### src/rtl/core/swd_pkg.sv
package swd_pkg;

    localparam int VEL_W    = 16;
    localparam int LEN_W    = 16;
    localparam int SPEED_W  = 17;
    localparam int ANGLE_W  = 15;
    localparam int XY_W     = 34;
    localparam int PROD_W   = 33;
    localparam int Q_W      = 27;
    localparam int Z_W      = 25;
    localparam int ATAN_W   = 22;
    localparam int NORM_MSB = 29;

    localparam int CORDIC_STEPS = 23;
    localparam int DIV_LAT      = Q_W + 3;
    localparam int SQRT_LAT     = Q_W + 3;
    localparam int ANG_LAT      = CORDIC_STEPS + 4;
    localparam int QUEUE_DEPTH  = 4;

    localparam int CFG_IDX_W = 2;
    localparam logic [CFG_IDX_W-1:0] CFG_WHEELBASE = 2'd0;
    localparam logic [CFG_IDX_W-1:0] CFG_TRACK     = 2'd1;

    localparam logic [LEN_W-1:0]   LEN_RESET   = 16'd1000;
    localparam logic [LEN_W-1:0]   TRACK_RESET = 16'd1000;
    localparam logic [Q_W-1:0]     Q_CLAMP     = 27'h400_0000;
    localparam logic [SPEED_W-1:0] SPEED_MAX   = 17'h1_FFFF;
    localparam logic [ANGLE_W-1:0] ANGLE_FULL  = 15'd23040;
    localparam logic [Z_W-1:0]     DEG90       = 25'd5898240;
    localparam logic [Z_W-1:0]     DEG180      = 25'd11796480;
    localparam logic [Z_W-1:0]     DEG360      = 25'd23592960;

    typedef struct packed {
        logic signed [XY_W-1:0] xl;
        logic signed [XY_W-1:0] xr;
        logic signed [XY_W-1:0] yf;
        logic signed [XY_W-1:0] yr;
    } t_cmd;

    // Arctangent of 2^-i in 1/65536 degree.
    function automatic logic [ATAN_W-1:0] atan_lut(input logic [4:0] idx);
        logic [ATAN_W-1:0] v;
        unique case (idx)
            5'd0:    v = 22'd2949120;
            5'd1:    v = 22'd1740967;
            5'd2:    v = 22'd919879;
            5'd3:    v = 22'd466945;
            5'd4:    v = 22'd234379;
            5'd5:    v = 22'd117304;
            5'd6:    v = 22'd58666;
            5'd7:    v = 22'd29335;
            5'd8:    v = 22'd14668;
            5'd9:    v = 22'd7334;
            5'd10:   v = 22'd3667;
            5'd11:   v = 22'd1833;
            5'd12:   v = 22'd917;
            5'd13:   v = 22'd458;
            5'd14:   v = 22'd229;
            5'd15:   v = 22'd115;
            5'd16:   v = 22'd57;
            5'd17:   v = 22'd29;
            5'd18:   v = 22'd14;
            5'd19:   v = 22'd7;
            5'd20:   v = 22'd4;
            5'd21:   v = 22'd2;
            5'd22:   v = 22'd1;
            default: v = '0;
        endcase
        return v;
    endfunction

endpackage

### src/rtl/core/swd_fifo.sv
module swd_fifo #(
    parameter int DEPTH = swd_pkg::QUEUE_DEPTH
) (
    input  logic          i_clk,
    input  logic          i_rst_n,
    input  logic          i_push,
    input  swd_pkg::t_cmd i_data,
    output logic          o_full,
    input  logic          i_pop,
    output logic          o_valid,
    output swd_pkg::t_cmd o_data
);

    localparam int AW = (DEPTH > 1) ? $clog2(DEPTH) : 1;
    localparam int CW = $clog2(DEPTH + 1);

    swd_pkg::t_cmd   r_mem [DEPTH];
    logic [AW-1:0]   r_wr;
    logic [AW-1:0]   r_rd;
    logic [CW-1:0]   r_cnt;
    logic [AW-1:0]   n_wr;
    logic [AW-1:0]   n_rd;
    logic [CW-1:0]   n_cnt;

    assign o_full  = (r_cnt == CW'(DEPTH));
    assign o_valid = (r_cnt != '0);
    assign o_data  = r_mem[r_rd];

    always_comb begin
        n_wr  = r_wr;
        n_rd  = r_rd;
        n_cnt = r_cnt;
        if (i_push) begin
            n_wr = (r_wr == AW'(DEPTH - 1)) ? '0 : r_wr + 1'b1;
        end
        if (i_pop) begin
            n_rd = (r_rd == AW'(DEPTH - 1)) ? '0 : r_rd + 1'b1;
        end
        if (i_push && !i_pop) begin
            n_cnt = r_cnt + 1'b1;
        end else if (!i_push && i_pop) begin
            n_cnt = r_cnt - 1'b1;
        end
    end

    always_ff @(posedge i_clk) begin
        if (!i_rst_n) begin
            r_wr  <= '0;
            r_rd  <= '0;
            r_cnt <= '0;
        end else begin
            r_wr  <= n_wr;
            r_rd  <= n_rd;
            r_cnt <= n_cnt;
        end
    end

    always_ff @(posedge i_clk) begin
        if (i_push) begin
            r_mem[r_wr] <= i_data;
        end
    end

endmodule

### config.mk
export PLATFORM = sky130hd
export DESIGN_NAME = swd_fifo
export DESIGN_NICKNAME = d
export VERILOG_FILES = /design/src/rtl/core/swd_pkg.sv /design/src/rtl/core/swd_fifo.sv
export SDC_FILE = /design/constraint.sdc
export NUM_CORES = 1
export LEC_CHECK = 0
export BUFFER_PORTS_ARGS = -buffer_cell sky130_fd_sc_hd__buf_2
export CORE_UTILIZATION = 35
export DETAILED_ROUTE_END_ITERATION = 10
export PLACE_DENSITY_LB_ADDON = 0.2
export REMOVE_ABC_BUFFERS = 1
export SETUP_SLACK_MARGIN = 0.3
export SKIP_CTS_REPAIR_TIMING = 1
export SLEW_MARGIN = 20
export SYNTH_ARGS = -nofsm -noshare
export SYNTH_HDL_FRONTEND = slang
export SYNTH_SLANG_ARGS = --single-unit
### constraint.sdc
create_clock -name i_clk -period 4.3 [get_ports i_clk]
set_input_delay 0.645 -clock i_clk [delete_from_list [all_inputs] [get_ports i_clk]]
set_output_delay 0.645 -clock i_clk [all_outputs]
set_load 0.05 [all_outputs]
==> impl_metrics.tcl <==
set metrics [dict create \
    cp.arrival_ns 2.45 \
    drtIter0Drc 366 \
    netlist_area_um2 20000 \
    clkTransAtPathRegs_ns 0.06 \
    p_per_area_nw_per_um2 524 \
    async_flop_share 0 \
    firstDrtPassIters 4 \
    holdPathStages 1 \
    ys.flop_type "edfxtp_1" \
    synthXorXnorAreaFrac 0.000874 \
    synth_area_leaders "edfxtp_1 82%, mux4_2 15%, dfxtp_1 0.90%" \
    n_fill_cell 4891 \
    synth_top_area_frac 0.815 \
    start_util 0.355 \
    timing.rr.end "r_mem[0][38]" \
    hold_viol 0 \
    die_area_um2 58200 \
    yosys-top-cells-count "544 x edfxtp_1, 136 x mux4_2, 15 x buf_2" \
    die_h_um 241 \
    gp_congestion 0.688 \
    antenna_found_initial 11 \
    routed_wl_um 41000 \
    finalNetCount 1222 \
    yosys.area_share.adder 0.00474 \
    grt_pass1_vias 9588 \
    port_buffers 277 \
    syn_avg_cell_area_um2 26.6 \
    yosysTopAreaCell "edfxtp_1" \
    maxCapViolations 0 \
    drc 0 \
    fin_crit_sh 0.720 \
    synth-compound-area-share 0.000999 \
    ir_drop_mv 0.348 \
    num_rows 87 \
    grt_first_pass_wirelength_um 60700 \
    hp-start "i_data[36]" \
    synth-edff-count 544 \
    place_ws_ns 1.75 \
    muxShareOfSynthArea 0.155 \
    vias 8905 \
    crit_path_max_fanout 39 \
    die_w_um 241 \
    grtUsageTotal 0.142 \
    min_period_ns 3.10 \
    ios 278 \
    ys_seq_area_frac 0.824 \
    cts_made_buffers 58 \
    insertion_delay_ns 0.61 \
    fin_skew_ns 0.0206 \
    final_layout_size_suffix_gt1_frac 0.465 \
    setup_slack_ns 1.20 \
    synth_cells 754 \
    crit_required_ns 3.65 \
    wl_per_cell_um 21.8 \
    drv_slew 0 \
    min_to "r_mem[0][36]" \
    yosys.area_share.simple 0.00456 \
    fmax_mhz 323 \
    area_growth_syn_to_layout_pct 21.7 \
    criticalPathCategory "reg -> out" \
    synth_most_common_cell "edfxtp_1" \
    dpl.hpwl_um 23500 \
    grt_max_degree 76 \
    end_kind "primary output" \
    synth_top_family_by_area "multiplexers" \
    final_core_util 0.432 \
    cts-root-buf "clkbuf_16" \
    gr-total-overflow 0 \
    vias_per_cell 4.73 \
    dpl-instance-area_um2 22500 \
    tns_ns 0 \
    cts_max_level 2 \
    synth_warnings 0 \
    fp.coreArea_um2 56500 \
    crit_path_start_kind "register" \
    rsz0062_at_grt "false" \
    worst_pin_slew_ns 0.987 \
    setup_viol 0 \
    status "completed" \
    clock_path_buffers 3 \
    drtAntennaViolNets 0 \
    power_leakage_nw 8.10 \
    r2r_setup_slack_ns 2.33 \
    ff2ff_path_depth 4 \
    cts_sinks 553 \
    r2r-start "r_wr[0]" \
    synth_seq_cells 553 \
    final_area_um2 24400 \
    power_mw 12.8 \
    max_slew_margin 0.342 \
    cts_tree "built" \
    synth.distinct_cells 22 \
    hold_class "in -> reg" \
]
## worst max path at each step
stage,start,endpoint,cells past startpoint
6_report,register,o_data[74],3
5_1_grt,register,o_data[37],3
4_1_cts,register,o_data[37],3
3_5_place_dp,register,o_data[37],3
3_3_place_gp,register,o_data[51],3
2_1_floorplan,register,o_data[0],1
## kinds of logic after synthesis
group                    count (synthesis)
flip-flops                             553
multiplexers                           140
buffers and inverters                   34
AND/OR/NAND/NOR                         15
adder cells (fa/ha/maj)                  7
AO/OA/AOI/OAI                            3
XOR/XNOR                                 2
## sequential cells by signal (all words and copies together) (netlist names), named ones only
| name | cells |
|---|---|
| r_cnt | 3 |
| r_rd | 2 |
| r_mem | 544 |
| r_wr | 2 |
## per-layer routing
layer / share of wire / routed length [um] / track usage / up-vias
met2: 0.48 / 19900 / 0.229 / 204
met4: 0.019 / 790 / 0.0389 / 14
li1: - / - / - / 3929
met3: 0.075 / 3070 / 0.0531 / 75
met5: 0.0021 / 86 / 0 / -
met1: 0.42 / 17200 / 0.179 / 4683
## where the power goes
part           leakage (nW)  internal [mW]  switching (mW)
Combinational          2.09          0.449            1.09
Clock                 0.938           2.95            2.05
Sequential             5.07           6.18          0.0663
## cells in the final DEF, fill, tap and decap left out, drive strengths merged
master,Yosys,layout
edfxtp,544,544
buf,23,291
mux4,136,136
clkbuf,7,69
clkinv,0,26
dfxtp,9,9
bufinv,0,7
inv,4,7
ha,6,6
nor2b,5,5
and2,5,5
diode,0,4
mux2i,4,4
clkinvlp,0,4
or3,2,2
nor3b,1,1
xnor2,1,1
nor2,1,1
nor3,1,1
o21a,1,1
xor2,1,1
o21ai,1,1
a21boi,1,1
fa,1,1
## stage by stage
stage / std cells / hold WS (ns)
after floorplan: 724 / 0.467
after global placement: 1771 / 0.486
after detailed placement: 1771 / 0.520
after CTS: 1880 / 0.191
after global routing: 1883 / 0.211
final: 1884 / 0.247
## cell type report
cell class,instances,area (um^2),share of cell area
multi-input combinational,167,3340,0.137
sequential,553,16500,0.677
clock buffer,69,1520,0.0624
antenna,4,10.0,0.000410
timing repair buffer,291,1640,0.0673
inverter,4,15.0,0.000616
tap,756,946,0.0388
clock inverter,40,398,0.0163
## critical path: stages (launching register included)
cell     delay (ns)
dfxtp_4        0.81
buf_4          0.40
mux4_2         0.36
buf_2          0.23
Power figures use the tool's default switching activity.
