<file path="src/rtl/core/swd_pkg.sv">
package swd_pkg;

    localparam int VEL_W    = 16;
    localparam int LEN_W    = 16;
    localparam int SPEED_W  = 17;
    localparam int ANGLE_W  = 15;
    localparam int XY_W     = 34;
    localparam int PROD_W   = 33;
    localparam int Q_W      = 27;
    localparam int Z_W      = 25;
    localparam int ATAN_W   = 22;
    localparam int NORM_MSB = 29;

    localparam int CORDIC_STEPS = 23;
    localparam int DIV_LAT      = Q_W + 3;
    localparam int SQRT_LAT     = Q_W + 3;
    localparam int ANG_LAT      = CORDIC_STEPS + 4;
    localparam int QUEUE_DEPTH  = 4;

    localparam int CFG_IDX_W = 2;
    localparam logic [CFG_IDX_W-1:0] CFG_WHEELBASE = 2'd0;
    localparam logic [CFG_IDX_W-1:0] CFG_TRACK     = 2'd1;

    localparam logic [LEN_W-1:0]   LEN_RESET   = 16'd1000;
    localparam logic [LEN_W-1:0]   TRACK_RESET = 16'd1000;
    localparam logic [Q_W-1:0]     Q_CLAMP     = 27'h400_0000;
    localparam logic [SPEED_W-1:0] SPEED_MAX   = 17'h1_FFFF;
    localparam logic [ANGLE_W-1:0] ANGLE_FULL  = 15'd23040;
    localparam logic [Z_W-1:0]     DEG90       = 25'd5898240;
    localparam logic [Z_W-1:0]     DEG180      = 25'd11796480;
    localparam logic [Z_W-1:0]     DEG360      = 25'd23592960;

    typedef struct packed {
        logic signed [XY_W-1:0] xl;
        logic signed [XY_W-1:0] xr;
        logic signed [XY_W-1:0] yf;
        logic signed [XY_W-1:0] yr;
    } t_cmd;

    // Arctangent of 2^-i in 1/65536 degree.
    function automatic logic [ATAN_W-1:0] atan_lut(input logic [4:0] idx);
        logic [ATAN_W-1:0] v;
        unique case (idx)
            5'd0:    v = 22'd2949120;
            5'd1:    v = 22'd1740967;
            5'd2:    v = 22'd919879;
            5'd3:    v = 22'd466945;
            5'd4:    v = 22'd234379;
            5'd5:    v = 22'd117304;
            5'd6:    v = 22'd58666;
            5'd7:    v = 22'd29335;
            5'd8:    v = 22'd14668;
            5'd9:    v = 22'd7334;
            5'd10:   v = 22'd3667;
            5'd11:   v = 22'd1833;
            5'd12:   v = 22'd917;
            5'd13:   v = 22'd458;
            5'd14:   v = 22'd229;
            5'd15:   v = 22'd115;
            5'd16:   v = 22'd57;
            5'd17:   v = 22'd29;
            5'd18:   v = 22'd14;
            5'd19:   v = 22'd7;
            5'd20:   v = 22'd4;
            5'd21:   v = 22'd2;
            5'd22:   v = 22'd1;
            default: v = '0;
        endcase
        return v;
    endfunction

endpackage

</file>
<file path="src/rtl/core/swd_sqrt.sv">
module swd_sqrt (
    input  logic                           i_clk,
    input  logic                           i_en,
    input  logic [swd_pkg::Q_W-1:0]        i_qx,
    input  logic [swd_pkg::Q_W-1:0]        i_qy,
    output logic [swd_pkg::SPEED_W-1:0]    o_speed
);

    localparam int QW = swd_pkg::Q_W;
    localparam int VW = 2 * QW;
    localparam int RW = QW + 2;

    logic [VW-1:0] r_sx;
    logic [VW-1:0] r_sy;
    logic [VW-1:0] r_v    [QW+1];
    logic [RW-1:0] r_rem  [QW+1];
    logic [QW-1:0] r_root [QW+1];
    logic [QW:0]   rnd;
    logic [QW-8:0] scaled;
    logic [swd_pkg::SPEED_W-1:0] r_speed;

    always_ff @(posedge i_clk) begin
        if (i_en) begin
            r_sx <= i_qx * i_qx;
            r_sy <= i_qy * i_qy;
        end
    end

    always_ff @(posedge i_clk) begin
        if (i_en) begin
            r_v[0]    <= r_sx + r_sy;
            r_rem[0]  <= '0;
            r_root[0] <= '0;
        end
    end

    for (genvar k = 0; k < QW; k++) begin : g_step
        logic [RW+1:0] t;
        logic [RW+1:0] trial;
        logic          ge;

        assign t     = {r_rem[k], r_v[k][VW-1:VW-2]};
        assign trial = {2'b00, r_root[k], 2'b01};
        assign ge    = (t >= trial);

        always_ff @(posedge i_clk) begin
            if (i_en) begin
                r_rem[k+1]  <= ge ? RW'(t - trial) : t[RW-1:0];
                r_root[k+1] <= {r_root[k][QW-2:0], ge};
                r_v[k+1]    <= {r_v[k][VW-3:0], 2'b00};
            end
        end
    end

    assign rnd    = {1'b0, r_root[QW]} + (QW+1)'(128);
    assign scaled = rnd[QW:8];

    always_ff @(posedge i_clk) begin
        if (i_en) begin
            r_speed <= (scaled > (QW-7)'(swd_pkg::SPEED_MAX)) ? swd_pkg::SPEED_MAX
                                                              : scaled[swd_pkg::SPEED_W-1:0];
        end
    end

    assign o_speed = r_speed;

endmodule

</file>
<file path="config.mk">
export PLATFORM = sky130hd
export DESIGN_NAME = swd_sqrt
export DESIGN_NICKNAME = d
export VERILOG_FILES = /design/src/rtl/core/swd_pkg.sv /design/src/rtl/core/swd_sqrt.sv
export SDC_FILE = /design/constraint.sdc
export NUM_CORES = 2
export LEC_CHECK = 0
export ABC_AREA = 0
export BUFFER_PORTS_ARGS = -buffer_cell sky130_fd_sc_hd__buf_2
export CAP_MARGIN = 20
export CORE_MARGIN = 10
export CORE_UTILIZATION = 50
export DETAILED_ROUTE_END_ITERATION = 10
export GPL_ROUTABILITY_DRIVEN = 0
export PLACE_DENSITY = 0.65
export SYNTH_ARGS = -nofsm -noshare
export SYNTH_HDL_FRONTEND = slang
export SYNTH_SLANG_ARGS = --single-unit
</file>
<file path="constraint.sdc">
create_clock -name i_clk -period 16.4 [get_ports i_clk]
set_input_delay 0.82 -clock i_clk [delete_from_list [all_inputs] [get_ports i_clk]]
set_output_delay 0.82 -clock i_clk [all_outputs]
set_load 0.05 [all_outputs]
</file>
==> impl_results.md <==
- Drt wl/cell: 17.7 um
- Setup Crit Path Kind: in -> reg
- Synth Register Bits: 1402
- Core Area: 207000 um^2
- Synth async-reset ratio: 0%
- CTS Hold Buffers Added: 0
- Vias: 64500
- Worst-Margin Slew: 1140 ps
- Outcome: complete, no violations
- Min Tclk post-route: ~8600 ps
- Metal2 WL: 107 mm
- Post-synth EDFFs: roughly 1400
- Fillers: 17600
- Layout cells sized above 1: 4.52%
- Die W: approximately 480 um
- Reg clk slew, reported paths: 60 ps
- Synth Flop Type: edfxtp_1
- Die area: around 230000 um^2
- Met1 WL: 89.0 mm
- Initial antenna violation count: 9
- Clock Latency Late Sink: 810 ps
- Overall routing resource usage: 19.0%
- Hold Crit Class: reg -> reg
- R2R Setup Slk: 11400 ps
- Final setup fails: 0
- RSZ-0062 raised after global routing: false
- Cell Rows: 167
- H-tree depth: 4
- Clock Sinks: 1402
- Synth unique cells: 93
- Worst setup SP type: input pin
- Setup Fix Bufs, Post-CTS: 0
- Critical path peak fanout: 21
- Synth area leader: edfxtp_1
- Num CTS Buffers: 150
- Max layer used: met5
- Total global routing overflow: 0
- DRC errors left: 0
- Starting Density: about half
- Port Buf Inserts: 72
- Detailed placement HPWL: approximately 160 mm
- Fin Setup TNS: 0 ps
- Final slew viol count: 0
- Synthesized cell area: ~100000 um^2
- Clock Tree Root: clkbuf_16
- DR pass1 iterations: 6
- Initial DRC Count: 4210
- Rel. slew slack: between 20% and 30%
- Largest cells by area after synthesis: edfxtp_1 40%, fa_1 22%, ha_1 8.2%
- Yosys top cell area share: 40.4%
- Met3 wire len: 10.7 mm
- # IOs: 73
- Largest net degree at the start of global routing: 187
- Worst Path Required: 16920 ps
- Vias in the first global route: 68200
- Final ANT Viol Nets: 0
- Worst setup EP type: flop
- Clock tree buffer depth: 3
- Post-CTS resize count: 0
- Syn_nets: 11000
- Worst clock skew: 53.0 ps
- Critical path arrival: 9150 ps
- Global-route wire length before repair: about 350 mm
- Area growth, synth to finish: 7.96%
- Post-Syn Instances: 9173
- Die Y: 477 um
- Final period utilization: 52.6%
- CTS tree: built
- YS warnings: 0
- Drt total wl: 215 mm
- Final #Nets: 11100
- Hold Slack: 398 ps
- Max-cap check violation count: 0
- Fmax: roughly 120 MHz
- Syn_area_per_cell: approximately 11 um^2
- Final hold vios: 0
- DR vias/cell: between 5 and 6
- Sequential area share after synthesis: 40.4%
## worst max-delay path, cell delays in order
cell and delay [ps]:
buf_2 450, clkinv_1 550, nor2_1 330, inv_1 90, fa_1 480, inv_1 50
fa_1 460, fa_1 490, inv_1 50, fa_1 500, inv_1 50, fa_1 460
fa_1 540, inv_1 50, fa_1 530, inv_1 40, ha_1 390, a21o_1 210
a31oi_1 190, o2bb2ai_1 130, or3_1 320, o21ai_1 360, a21oi_1 150, a2111oi_1 890
nor4_1 160, a2111o_1 390
## Yosys cell counts (87+ instances only)
library cell / instances
a21o_1: 158
a21oi_1: 353
and2_1: 320
clkbuf_1: 197
edfxtp_1: 1402
fa_1: 1130
ha_1: 684
inv_1: 1835
nand2_1: 695
nand3_1: 101
nor2_1: 416
nor3_1: 144
nor4_1: 87
o21ai_0: 231
xnor2_1: 310
xor2_1: 271
## state kept, by name (all words and copies together), names as in the netlist
| register | count |
|---|---|
| o_speed | 17 |
| r_rem | 511 |
| r_root | 350 |
| r_sx | 52 |
| r_sy | 52 |
| r_v | 420 |
## worst paths after layout
| path | from | depth (start not counted) | end |
|---|---|---|---|
| setup reg to reg | r_rem[18][0] | 9 | r_rem[19][17] |
| hold / removal | r_v[1][51] | 0 | r_v[1][107] |
| hold reg to reg | r_v[1][51] | 0 | r_v[1][107] |
| setup / recovery | i_qy[5] | 26 | r_sy[53] |
## through the flow
stage               instances  setup slack, ps  cell area [um^2]  util, %
floorplan                9173             8340            104000        -
global placement        11800             7080            108000     51.9
detailed placement      11800             7100            108000     51.9
CTS                     12100             7940            113000     54.3
global route            12100             7380            113000     54.3
finish                  12100             7770            113000     54.3
## routing by layer
layer | up-vias | track usage, %
met3 | 444 | 2.93
met5 | - | 0
li1 | 30300 | -
met2 | 1743 | 32.8
met1 | 32000 | 24.1
met4 | 6 | 6.95
## cells in the final DEF, fill, tap and decap left out, types with 271 or more instances in the layout
| cell | Yosys | final |
|---|---|---|
| xor2_1 | 271 | 271 |
| nand2_1 | 695 | 695 |
| xnor2_1 | 310 | 310 |
| nor2_1 | 416 | 416 |
| ha_1 | 684 | 684 |
| a21oi_1 | 353 | 351 |
| inv_1 | 1835 | 1835 |
| and2_1 | 320 | 320 |
| edfxtp_1 | 1402 | 1402 |
| fa_1 | 1130 | 1130 |
## layout make-up
class                      count  area (um^2)  area share (%)
multi-input combinational   5718        54500            48.4
sequential                  1402        42100            37.4
inverter                    1839         6900            6.13
clock buffer                 182         3890            3.46
tap                         2788         3490            3.10
clock inverter                94         1080           0.961
timing repair buffer         102          658           0.585
antenna                        4         10.0         0.00889
## logic make-up (layout without fill, tap and decap cells)
group,after synthesis,in the layout,synth area share (%)
and+or+nand+nor,2206,2206,10.5
muxes,37,37,0.395
xor gates and xnor gates,581,581,4.88
buffers and inverters,2053,2217,7.43
DFF,1402,1402,40.4
adders and majority gates,1814,1814,29.9
other,1,5,0.00360
AOI/OAI and AO/OA,1079,1079,6.51
Power is not shown: default switching activity piles up to over one toggle a cycle in this logic, so the estimate is an artifact.
