**config.mk**
```make
export PLATFORM = sky130hd
export DESIGN_NAME = swd_div
export DESIGN_NICKNAME = d
export VERILOG_FILES = /design/src/rtl/core/swd_pkg.sv /design/src/rtl/core/swd_div.sv
export SDC_FILE = /design/constraint.sdc
export NUM_CORES = 2
export LEC_CHECK = 0
export ABC_AREA = 1
export BUFFER_PORTS_ARGS = -buffer_cell sky130_fd_sc_hd__buf_2
export CAP_MARGIN = 15
export CORE_MARGIN = 3
export CORE_UTILIZATION = 45
export CTS_CLUSTER_DIAMETER = 200
export CTS_CLUSTER_SIZE = 40
export DETAILED_ROUTE_END_ITERATION = 8
export PLACE_DENSITY_LB_ADDON = 0.2
export REMOVE_ABC_BUFFERS = 1
export SLEW_MARGIN = 25
export SYNTH_ARGS = -nofsm -noshare
export SYNTH_HDL_FRONTEND = slang
export SYNTH_SLANG_ARGS = --single-unit
```
**constraint.sdc**
```tcl
create_clock -name i_clk -period 3.9 [get_ports i_clk]
set_input_delay 1.17 -clock i_clk [delete_from_list [all_inputs] [get_ports i_clk]]
set_output_delay 1.17 -clock i_clk [all_outputs]
set_load 0.01 [all_outputs]
```
**src/rtl/core/swd_pkg.sv**
```systemverilog
package swd_pkg;

    localparam int VEL_W    = 16;
    localparam int LEN_W    = 16;
    localparam int SPEED_W  = 17;
    localparam int ANGLE_W  = 15;
    localparam int XY_W     = 34;
    localparam int PROD_W   = 33;
    localparam int Q_W      = 27;
    localparam int Z_W      = 25;
    localparam int ATAN_W   = 22;
    localparam int NORM_MSB = 29;

    localparam int CORDIC_STEPS = 23;
    localparam int DIV_LAT      = Q_W + 3;
    localparam int SQRT_LAT     = Q_W + 3;
    localparam int ANG_LAT      = CORDIC_STEPS + 4;
    localparam int QUEUE_DEPTH  = 4;

    localparam int CFG_IDX_W = 2;
    localparam logic [CFG_IDX_W-1:0] CFG_WHEELBASE = 2'd0;
    localparam logic [CFG_IDX_W-1:0] CFG_TRACK     = 2'd1;

    localparam logic [LEN_W-1:0]   LEN_RESET   = 16'd1000;
    localparam logic [LEN_W-1:0]   TRACK_RESET = 16'd1000;
    localparam logic [Q_W-1:0]     Q_CLAMP     = 27'h400_0000;
    localparam logic [SPEED_W-1:0] SPEED_MAX   = 17'h1_FFFF;
    localparam logic [ANGLE_W-1:0] ANGLE_FULL  = 15'd23040;
    localparam logic [Z_W-1:0]     DEG90       = 25'd5898240;
    localparam logic [Z_W-1:0]     DEG180      = 25'd11796480;
    localparam logic [Z_W-1:0]     DEG360      = 25'd23592960;

    typedef struct packed {
        logic signed [XY_W-1:0] xl;
        logic signed [XY_W-1:0] xr;
        logic signed [XY_W-1:0] yf;
        logic signed [XY_W-1:0] yr;
    } t_cmd;

    // Arctangent of 2^-i in 1/65536 degree.
    function automatic logic [ATAN_W-1:0] atan_lut(input logic [4:0] idx);
        logic [ATAN_W-1:0] v;
        unique case (idx)
            5'd0:    v = 22'd2949120;
            5'd1:    v = 22'd1740967;
            5'd2:    v = 22'd919879;
            5'd3:    v = 22'd466945;
            5'd4:    v = 22'd234379;
            5'd5:    v = 22'd117304;
            5'd6:    v = 22'd58666;
            5'd7:    v = 22'd29335;
            5'd8:    v = 22'd14668;
            5'd9:    v = 22'd7334;
            5'd10:   v = 22'd3667;
            5'd11:   v = 22'd1833;
            5'd12:   v = 22'd917;
            5'd13:   v = 22'd458;
            5'd14:   v = 22'd229;
            5'd15:   v = 22'd115;
            5'd16:   v = 22'd57;
            5'd17:   v = 22'd29;
            5'd18:   v = 22'd14;
            5'd19:   v = 22'd7;
            5'd20:   v = 22'd4;
            5'd21:   v = 22'd2;
            5'd22:   v = 22'd1;
            default: v = '0;
        endcase
        return v;
    endfunction

endpackage

```
**src/rtl/core/swd_div.sv**
```systemverilog
module swd_div (
    input  logic                              i_clk,
    input  logic                              i_en,
    input  logic signed [swd_pkg::XY_W-1:0]   i_x,
    input  logic        [swd_pkg::LEN_W-1:0]  i_len,
    output logic        [swd_pkg::Q_W-1:0]    o_q
);

    localparam int XW = swd_pkg::XY_W;
    localparam int QW = swd_pkg::Q_W;
    localparam int NW = XW + 9;
    localparam int DW = swd_pkg::LEN_W + 1;

    logic [XW-1:0] ux;
    logic [XW-1:0] mag;
    logic [NW-1:0] r_n;
    logic [DW-1:0] r_d;
    logic [DW-1:0] r_rem [QW+1];
    logic [DW-1:0] r_dd  [QW+1];
    logic [QW-1:0] r_lo  [QW+1];
    logic [QW-1:0] r_qb  [QW+1];
    logic          r_ovf [QW+1];
    logic [QW-1:0] r_q;

    assign ux  = i_x;
    assign mag = ux[XW-1] ? (~ux + 1'b1) : ux;

    always_ff @(posedge i_clk) begin
        if (i_en) begin
            r_n <= {1'b0, mag, 8'b0} + NW'(i_len);
            r_d <= {i_len, 1'b0};
        end
    end

    always_ff @(posedge i_clk) begin
        if (i_en) begin
            r_ovf[0] <= ({1'b0, r_n} >= {r_d, QW'(0)});
            r_rem[0] <= DW'(r_n[NW-1:QW]);
            r_lo[0]  <= r_n[QW-1:0];
            r_qb[0]  <= '0;
            r_dd[0]  <= r_d;
        end
    end

    for (genvar k = 0; k < QW; k++) begin : g_step
        logic [DW:0] t;
        logic        ge;

        assign t  = {r_rem[k], r_lo[k][QW-1]};
        assign ge = (t >= {1'b0, r_dd[k]});

        always_ff @(posedge i_clk) begin
            if (i_en) begin
                r_rem[k+1] <= ge ? DW'(t - {1'b0, r_dd[k]}) : t[DW-1:0];
                r_lo[k+1]  <= {r_lo[k][QW-2:0], 1'b0};
                r_qb[k+1]  <= {r_qb[k][QW-2:0], ge};
                r_dd[k+1]  <= r_dd[k];
                r_ovf[k+1] <= r_ovf[k];
            end
        end
    end

    always_ff @(posedge i_clk) begin
        if (i_en) begin
            r_q <= (r_ovf[QW] || (r_qb[QW] > swd_pkg::Q_CLAMP)) ? swd_pkg::Q_CLAMP : r_qb[QW];
        end
    end

    assign o_q = r_q;

endmodule

```
==> reports/metrics.csv <==
metric;value;unit
status;finished, final reports clean;
Seq/Total Area, Yosys;58.49;%
placed inst area;83720;um^2
Slew @ Worst Pin;876.9;ps
most frequent cells in the layout;1894 x nand2_1, 1557 x edfxtp_1, 1016 x inv_1, 512 x nand4_1, 455 x ha_1;
FF-to-FF Start;r_dd[1][16]$_DFFE_PP_;
Max Cap Viol;0;
WP data required;4480;ps
largest net degree at the start of global routing;122;
cell area after synthesis;79930;um^2
register area;46750;um^2
Final Hold Viols;0;
Max-slew headroom;41.37;%
Worst Path Arrival;3690;ps
Period Utilization, post-route;79.88;%
DR iter-0 viols;4552;
VDD IR max;0.3951;mV
WL per Instance;18.09;um
Final min period;3115;ps
Pre-antenna DRT Iters;6;
kind of critical path;flop to flop;
via count;52538;
footprint of the multi-input gates;28780;um^2
hold_sp;r_qb[5][35]$_DFFE_PP_;
CTS Hold Bufs;0;
GR Util All Layers;19.54;%
Yosys warnings;0;
skew final;35.13;ps
Rows;154;
Post-Place Setup Slack;129.3;ps
setup repair bufs after CTS;0;
Max clock buf depth;3;
WL met1;83.75;mm
Routed met2 length;85.22;mm
Starting Density;45.34;%
WL final;180.4;mm
CP Launch Type;flop;
critical path endpoint category;flop;
FILL cells;16038;
CTS root buffer;clkbuf_16;
commonest non-fill, non-tap cell in the layout;nand2_1;
routed vias/inst;5.268;
Final Net Count;8163;
Chip Height;427.5;um
antenna violations before repair;2;
reg2reg end;r_rem[0][163]$_DFFE_PP_;
Synth-to-Final Area Change;6.185;%
first-pass GRT wire length;282.8;mm
Power Dens Cells;672.0;nW/um^2
Port-buffer cells;78;
CP max FO;17;
TritonCTS clock tree;done;
RSZ-0062 raised after global routing;no;
Core ar.;176300;um^2
Yosys cell types;48;
share of cells above drive strength 1;5.700;%
Lkg Pwr;37.12;nW
H-tree levels;2;
Num CTS Buffers;44;
Setup Viol. Count Final;0;
fmax;0.3210;GHz
Synth area leader;edfxtp_1;
synthesized area per cell;10.64;um^2
clk sinks;1557;
R2R cell count;10;
met3 WL;7.237;mm
R2R Setup Slk;780;ps
# IOs;79;
final setup TNS;0;ps
Hold EP;r_qb[6][9]$_DFFE_PP_;
Final Cell Area;84880;um^2
Final Max Tran Viols;0;
type of the most critical hold path;flop to flop;
total chip power;0.05704;W
Cells after Synth;7513;
#FFs+latches synth;1557;
RD Place Congestion;0.8913;
Total Die Area;182700;um^2
Post-DRT Antenna Nets;0;
Remaining Overflow, GRT;0;
Remaining DRCs;0;
top sig layer;met5;
clock transition at the registers of the reported paths;150;ps
Util after Layout;48.14;%
largest cells by area after synthesis;edfxtp_1 58%, nand2_1 8.9%, ha_1 7.1%;
post_cts resized;0;
vias in the first global route;50005;
Horiz. Die Dim;427.5;um
Clock Latency Late Sink;720;ps
Synth top area share;58.49;%
HPWL after DPL;138.2;mm
Hold Path Cell Cnt;0;
final worst setup slack;784.7;ps
==> cells in the mapped netlist (all sizes together) <==
cell type	count
xnor2	97
ha	455
nand3b	7
a21oi	343
fa	27
or4	3
nor4	12
nand4	534
inv	1026
a211o	23
xor2	255
o21ai	181
o221ai	1
nand2	1945
a221oi	26
clkinv	3
buf	56
edfxtp	1557
o211a	2
conb	1
a31oi	46
clkbuf	54
a21o	24
nand3	201
o21bai	21
o311a	4
nor2	482
or3	1
a211oi	14
o31ai	25
nor3	87
==> report_power, final <==
part | total, W | internal, W | leakage [nW] | switching, W
Sequential | 0.0254 | 0.0231 | 15.3 | 0.00225
Combinational | 0.0249 | 0.00883 | 21.3 | 0.0161
Clock | 0.00675 | 0.00209 | 0.566 | 0.00466
==> worst max path at each step <==
| stage | start | endpoint | slack, ps | depth (start not counted) |
|---|---|---|---|---|
| 4_1_cts | r_dd[1][16]$_DFFE_PP_ | r_rem[0][156]$_DFFE_PP_ | 850 | 10 |
| 6_report | r_dd[1][16]$_DFFE_PP_ | r_rem[0][163]$_DFFE_PP_ | 780 | 10 |
| 2_1_floorplan | i_x[0] | r_n[34]$_DFFE_PP_ | 370 | 14 |
| 3_3_place_gp | i_x[1] | r_n[34]$_DFFE_PP_ | 130 | 17 |
| 3_5_place_dp | i_x[1] | r_n[34]$_DFFE_PP_ | 130 | 17 |
| 5_1_grt | r_dd[1][16]$_DFFE_PP_ | r_rem[0][158]$_DFFE_PP_ | 570 | 10 |
==> flip-flops by register name, summed over array words and instances (netlist names) <==
register and flops:
r_lo 259, r_dd 356, o_q 27, r_d 8, r_n 43, r_ovf 28, r_qb 378, r_rem 458
==> worst max-delay path, cell delays in order, from the launching register on <==
cell	delay [ps]
edfxtp_1	420
inv_1	60
ha_1	300
inv_1	60
nor2_1	280
nand3_1	200
nor3_2	390
nand4_2	550
nand3_2	550
nand2_1	100
nand2_1	90
==> area by class of cell <==
class,count,area share [%]
diodes,1,0.002948
well taps,2340,3.449
multi-input cells,4817,33.91
clock buffers,45,1.302
repair buffers,180,1.645
inverters,1029,4.551
clock inverters,4,0.05749
flip-flops and latches,1557,55.09
==> logic make-up (layout without fill, tap and decap cells) <==
| family | after synthesis | count (layout) | share of synthesized area, % |
|---|---|---|---|
| buf+inv | 1139 | 1258 | 5.504 |
| fa+ha+maj | 482 | 482 | 7.798 |
| simple gates | 3272 | 3272 | 18.68 |
| other cells | 1 | 2 | 0.004691 |
| compound gates | 710 | 710 | 5.632 |
| xor+xnor | 352 | 352 | 3.890 |
| flops | 1557 | 1557 | 58.49 |
==> metrics by stage <==
stage                     std cells  hold slack [ps]
after global routing           9972            419.0
after global placement         9923            400.1
after floorplan                7403            400.3
after detailed placement       9923            404.5
after CTS                      9972            407.7
final                          9973            412.8
==> layer usage <==
metal	track usage, %	vias up
met5	0	-
met4	4.617	2
met3	1.886	169
met2	32.22	1098
met1	27.91	25112
li1	-	26157
Power figures use the tool's default switching activity.
